## config.mk

```make
export PLATFORM = sky130hd
export DESIGN_NAME = vml_sqrt_pipe
export DESIGN_NICKNAME = d
export VERILOG_FILES = /design/src/hdl/vml_pkg.sv /design/src/hdl/vml_sqrt_pipe.sv
export SDC_FILE = /design/constraint.sdc
export NUM_CORES = 2
export LEC_CHECK = 0
export BUFFER_PORTS_ARGS = -buffer_cell sky130_fd_sc_hd__buf_2
export CORE_UTILIZATION = 63
export CTS_BUF_LIST = sky130_fd_sc_hd__clkbuf_16
export DETAILED_ROUTE_END_ITERATION = 6
export GPL_ROUTABILITY_DRIVEN = 0
export PLACE_DENSITY = 0.8
export SLEW_MARGIN = 10
export SYNTH_ARGS = -nofsm -noshare
export SYNTH_HDL_FRONTEND = slang
export SYNTH_SLANG_ARGS = --single-unit
```

## constraint.sdc

```tcl
create_clock -name i_clk -period 3.95 [get_ports i_clk]
set_input_delay 0.79 -clock i_clk [delete_from_list [all_inputs] [get_ports i_clk]]
set_output_delay 0.79 -clock i_clk [all_outputs]
set_load 0.02 [all_outputs]
```

## src/hdl/vml_pkg.sv

```systemverilog
// ----------------------------------------------------------------------------
// vml_pkg
// Shared defaults and types for the velocity magnitude limiter.
// ----------------------------------------------------------------------------
package vml_pkg;

    // Default component width (signed fixed point, two's complement)
    localparam int COMPONENT_WIDTH_DEF = 24;

    // Pipeline control handed to the square-root and divider pipelines and the output stage
    typedef struct packed {
        logic en;     // whole pipeline advances
        logic valid;  // an item enters the first stage
    } t_pipe_ctl;

endpackage
// ----------------------------------------------------------------------------

```

## src/hdl/vml_sqrt_pipe.sv

```systemverilog
// ----------------------------------------------------------------------------
// vml_sqrt_pipe
// Pipelined integer square root, one result bit per stage. Carries a
// sideband word alongside the data.
// ----------------------------------------------------------------------------
module vml_sqrt_pipe #(
    parameter int COMPONENT_WIDTH = vml_pkg::COMPONENT_WIDTH_DEF,
    parameter int SB_WIDTH        = 8
) (
    input  logic                         i_clk,
    input  logic                         i_rst_n,
    input  vml_pkg::t_pipe_ctl           i_ctl,
    input  logic [2*COMPONENT_WIDTH-1:0] i_x,
    input  logic [SB_WIDTH-1:0]          i_sb,
    output logic                         o_valid,
    output logic [COMPONENT_WIDTH-1:0]   o_root,
    output logic [SB_WIDTH-1:0]          o_sb
);
    import vml_pkg::*;

    localparam int N = COMPONENT_WIDTH;

    // remainder stays at most 2*root, so N+1 bits
    logic [N:0]          w_rem  [0:N];
    logic [N-1:0]        w_root [0:N];
    logic [2*N-1:0]      w_x    [0:N];
    logic [SB_WIDTH-1:0] w_sb   [0:N];
    logic                w_v    [0:N];

    assign w_rem[0]  = '0;
    assign w_root[0] = '0;
    assign w_x[0]    = i_x;
    assign w_sb[0]   = i_sb;
    assign w_v[0]    = i_ctl.valid;

    for (genvar k = 0; k < N; k++) begin : g_stage
        logic [N+2:0]        n_rem2;
        logic [N+2:0]        n_trial;
        logic [N+2:0]        n_diff;
        logic                n_ge;
        logic [N:0]          r_rem;
        logic [N-1:0]        r_root;
        logic [2*N-1:0]      r_x;
        logic [SB_WIDTH-1:0] r_sb;
        logic                r_v;

        // trial subtract of (4*root + 1)
        always_comb begin
            n_rem2  = {w_rem[k], w_x[k][2*N-1 -: 2]};
            n_trial = {1'b0, w_root[k], 2'b01};
            n_diff  = n_rem2 - n_trial;
            n_ge    = (n_rem2 >= n_trial);
        end

        always_ff @(posedge i_clk) begin
            if (!i_rst_n) begin
                r_v <= 1'b0;
            end else if (i_ctl.en) begin
                r_v <= w_v[k];
            end
        end

        always_ff @(posedge i_clk) begin
            if (i_ctl.en) begin
                r_rem  <= n_ge ? n_diff[N:0] : n_rem2[N:0];
                r_root <= {w_root[k][N-2:0], n_ge};
                r_x    <= {w_x[k][2*N-3:0], 2'b00};
                r_sb   <= w_sb[k];
            end
        end

        assign w_rem[k+1]  = r_rem;
        assign w_root[k+1] = r_root;
        assign w_x[k+1]    = r_x;
        assign w_sb[k+1]   = r_sb;
        assign w_v[k+1]    = r_v;
    end

    assign o_valid = w_v[N];
    assign o_root  = w_root[N];
    assign o_sb    = w_sb[N];

endmodule
// ----------------------------------------------------------------------------

```

==> reports/qor.csv <==
stage,metric,value,unit
place,I/O Buffers,92,
global_routing,total gr overflow,0,
clock_tree,Max Root-Sink Buffers,3,
die,die area,115000,um2
die,Core Rows,123,
global_routing,vias in the first global route,40900,
power_and_ir_drop,Clock Power Share,0.346,
run,max-cap check violation count,0,
sta,Final min period,3.66,ns
power_and_ir_drop,P_leak,30.8,nW
synth,yosys warns,0,
critical_path,"CP delay by family, top",compound AO/OA/AOI/OAI gates,
sta,Hold Fails Final Rpt,0,
clock_tree,Root Driver,clkbuf_16,
place,Detailed Place HPWL,86.3,mm
synth,Mapped Cells,5212,
sta,Setup Skew,0.0287,ns
clock_tree,Clock Sinks,1611,
global_routing,pin count of the biggest net entering global routing,105,
synth,Compound-Gate Fraction of Synth Area,0.0838,
layout,share of post-route cells with drive strength above 1,0.0941,
critical_path,CP Buf/Inv Count,1,
power_and_ir_drop,sw frac,0.259,
clock_tree,CTS Hold Bufs,0,
clock_tree,CTS buffer count,163,
sta,Worst Tran Pin Value,1.07,ns
sta,Max-slew headroom,0.269,
critical_path,crit path cell chain,"ha_1, a211oi_1, o21bai_1, a2111oi_0, o31ai_1, a211o_1, buf_4, mux2_2",
layout,Syn-to-layout area delta,11.9,%
global_routing,global-route wire length before repair,207,mm
place,DP Worst Slack,0.401,ns
die,Top-Level Pins,93,
power_and_ir_drop,Comb power frac,0.158,
layout,Util after Layout,0.711,
power_and_ir_drop,Peak VDD IR,0.000552,V
die,die width,339,um
drt,DRT Wirelength,127,mm
synth,Syn Nets,5597,
synth,Netlist cell types,85,
critical_path,CP Max Fanout,33,
synth,syn avg cell area,13.7,um2
critical_path,Setup CP Type,register to register,
critical_path,CP arrival,4.19,ns
sta,Final Cycle Share,0.928,
die,die height,339,um
synth,Synth async-reset ratio,0,
sta,Max Freq,0.273,GHz
clock_tree,CTS tree,done,
synth,synthesized area,71400,um2
sta,worst setup margin,0.286,ns
run_status,status,"complete, but fails checks",
global_routing,initial antenna violation count,2,
clock_tree,post-CTS setup buffers,0,
sta,RSZ-0062 raised after global routing,no,
global_routing,Global Route Usage Sum,0.222,
layout,final net count,5851,
drt,total number of vias,41400,
power_and_ir_drop,total power,0.0449,W
power_and_ir_drop,Pint,0.0333,W
clock_tree,H-tree levels,4,
drt,DRT Pass-1 Iters,7,
synth,Adder-Cell Fraction of Synth Area,0.0570,
drt,drt wl/cell,17.8,um
power_and_ir_drop,PD cells,562,nW/um2
synth,Post-Synth Simple-Gate Area,0.0924,
clock_tree,Worst-Skew Late Latency,0.78,ns
drt,first-iteration detailed-routing DRC count,3519,
critical_path,slowest cell on the critical path,a2111oi_0,
critical_path,max incr delay on CP,0.79,ns
die,Starting Density,0.635,
synth,Post-Synth XOR/XNOR Area,0.0503,
power_and_ir_drop,sequential share of power,0.496,
sta,Hold Slack,0.181,ns
synth,post-synth top area share,0.668,
drt,residual DRC count,1,
clock_tree,Worst-path clk slew,0.06,ns
synth,synthesized flop and latch total,1611,
critical_path,CP Launch Type,register,
synth,Area contributors post-synth,"edfxtp_1 67%, ha_1 5.7%, xnor2_1 3.0%, a21oi_1 2.2%, inv_1 2.2%",
critical_path,CP required,4.47,ns
run_status,violated checks,DRC,
critical_path,CP endpoint kind,register,
drt,Via density,5.83,
synth,top_reg_cell synth,edfxtp_1,
sta,final setup fails,0,
synth,most common cell in the netlist,edfxtp_1,
synth,"EDFF count, synth",1587,
die,core box area,112000,um2
synth,sequential fraction of the synthesis area,0.675,
layout,Antenna Cells,0,
worst_hold_path,HP Class,primary input to register,
sta,Max Slew Vio Count,0,
synth,main combinational cell family by area after synthesis,simple AND/OR/NAND/NOR gates,
drt,Antenna Violating Nets Remaining,0,
synth,Post-synth top cells,"1587 x edfxtp_1, 418 x inv_1, 337 x nor2_1",
power_and_ir_drop,Net Sw Power,0.0116,W
synth,multiplexer share of the synthesized area,0.0152,
clock_tree,post-CTS sizing,0,
synth,"area leader, netlist",edfxtp_1,
sta,setup TNS,0,ns
[cell type report]
class                      instances  area (um2)
multi-input combinational       3097       21300
clock inverter                   137        1430
tap                             1500        1880
inverter                         420        1580
timing repair buffer             173        1370
clock buffer                     164        4100
fill                            7252       32500
sequential                      1611       48100
[through the flow]
| step | instance area, um2 | std cells |
|---|---|---|
| 4_1_cts | 79800 | 7102 |
| 5_1_grt | 79800 | 7102 |
| 3_3_place_gp | 74300 | 6801 |
| 2_1_floorplan | 71400 | 5212 |
| 3_5_place_dp | 74300 | 6801 |
| 6_report | 79800 | 7102 |
[power groups by stage]
stage,Clock (W),Sequential [W],Combinational [W]
after global routing,0.0166,0.0224,0.00788
after global placement,0,0.0225,0.00667
after floorplan,0,0.0221,0.00522
after detailed placement,0,0.0226,0.00692
after CTS,0.0159,0.0223,0.00702
final,0.0156,0.0222,0.00710
[routing by layer]
| metal | vias to the layer above | global-route usage | part of all wire |
|---|---|---|---|
| met5 | - | 0 | 0 |
| met4 | 0 | 0.0777 | 0.027 |
| met3 | 253 | 0.0350 | 0.056 |
| met2 | 1219 | 0.372 | 0.49 |
| met1 | 20000 | 0.297 | 0.43 |
| li1 | 19900 | - | - |
[flip-flops by register name (all words and copies together) (netlist names)]
signal and flops:
g_stage.r_sb 184, o_sb 8, g_stage.r_v 23, g_stage.r_x 552
g_stage.r_rem 543, o_valid 1, o_root 24, g_stage.r_root 276
[final timing paths]
path                                   from                         endpoint  slack [ns]  cells past startpoint
max reg2reg  g_stage[16].r_rem[6]$_DFFE_PP_  g_stage[17].r_rem[11]$_DFFE_PP_        0.29                      8
min                                  i_x[4]      g_stage[0].r_x[6]$_DFFE_PP_        0.18                      1
max          g_stage[16].r_rem[6]$_DFFE_PP_  g_stage[17].r_rem[11]$_DFFE_PP_        0.29                      8
min reg2reg   g_stage[14].r_x[40]$_DFFE_PP_    g_stage[15].r_x[42]$_DFFE_PP_        0.39                      0
[placed cells by master (no fill, tap or decap), types with 27 or more instances in the layout]
master,count
or3_1,50
a21oi_1,316
nand2_1,275
clkinv_1,38
nand2b_1,57
nor4_1,68
nand4_1,56
ha_1,325
and3_1,42
buf_4,58
buf_2,91
inv_1,445
edfxtp_1,1587
clkbuf_16,164
a31oi_1,27
o21bai_1,30
mux2i_1,31
a21o_1,106
nor3_1,97
or4_1,30
mux2_2,69
nand3_1,109
o21a_1,59
o31ai_1,38
xnor2_1,242
nor2b_1,76
o21ai_0,201
a211oi_1,32
xor2_1,168
nor2_1,337
clkinv_2,28
[logic make-up after synthesis]
logic type               after synthesis
adder cells (fa/ha/maj)              325
AND/OR/NAND/NOR                     1307
AO/OA/AOI/OAI                        954
other                                  1
buffers and inverters                504
flip-flops                          1611
XOR/XNOR                             410
multiplexers                         100
No activity file was read; power rests on OpenSTA's default activity.
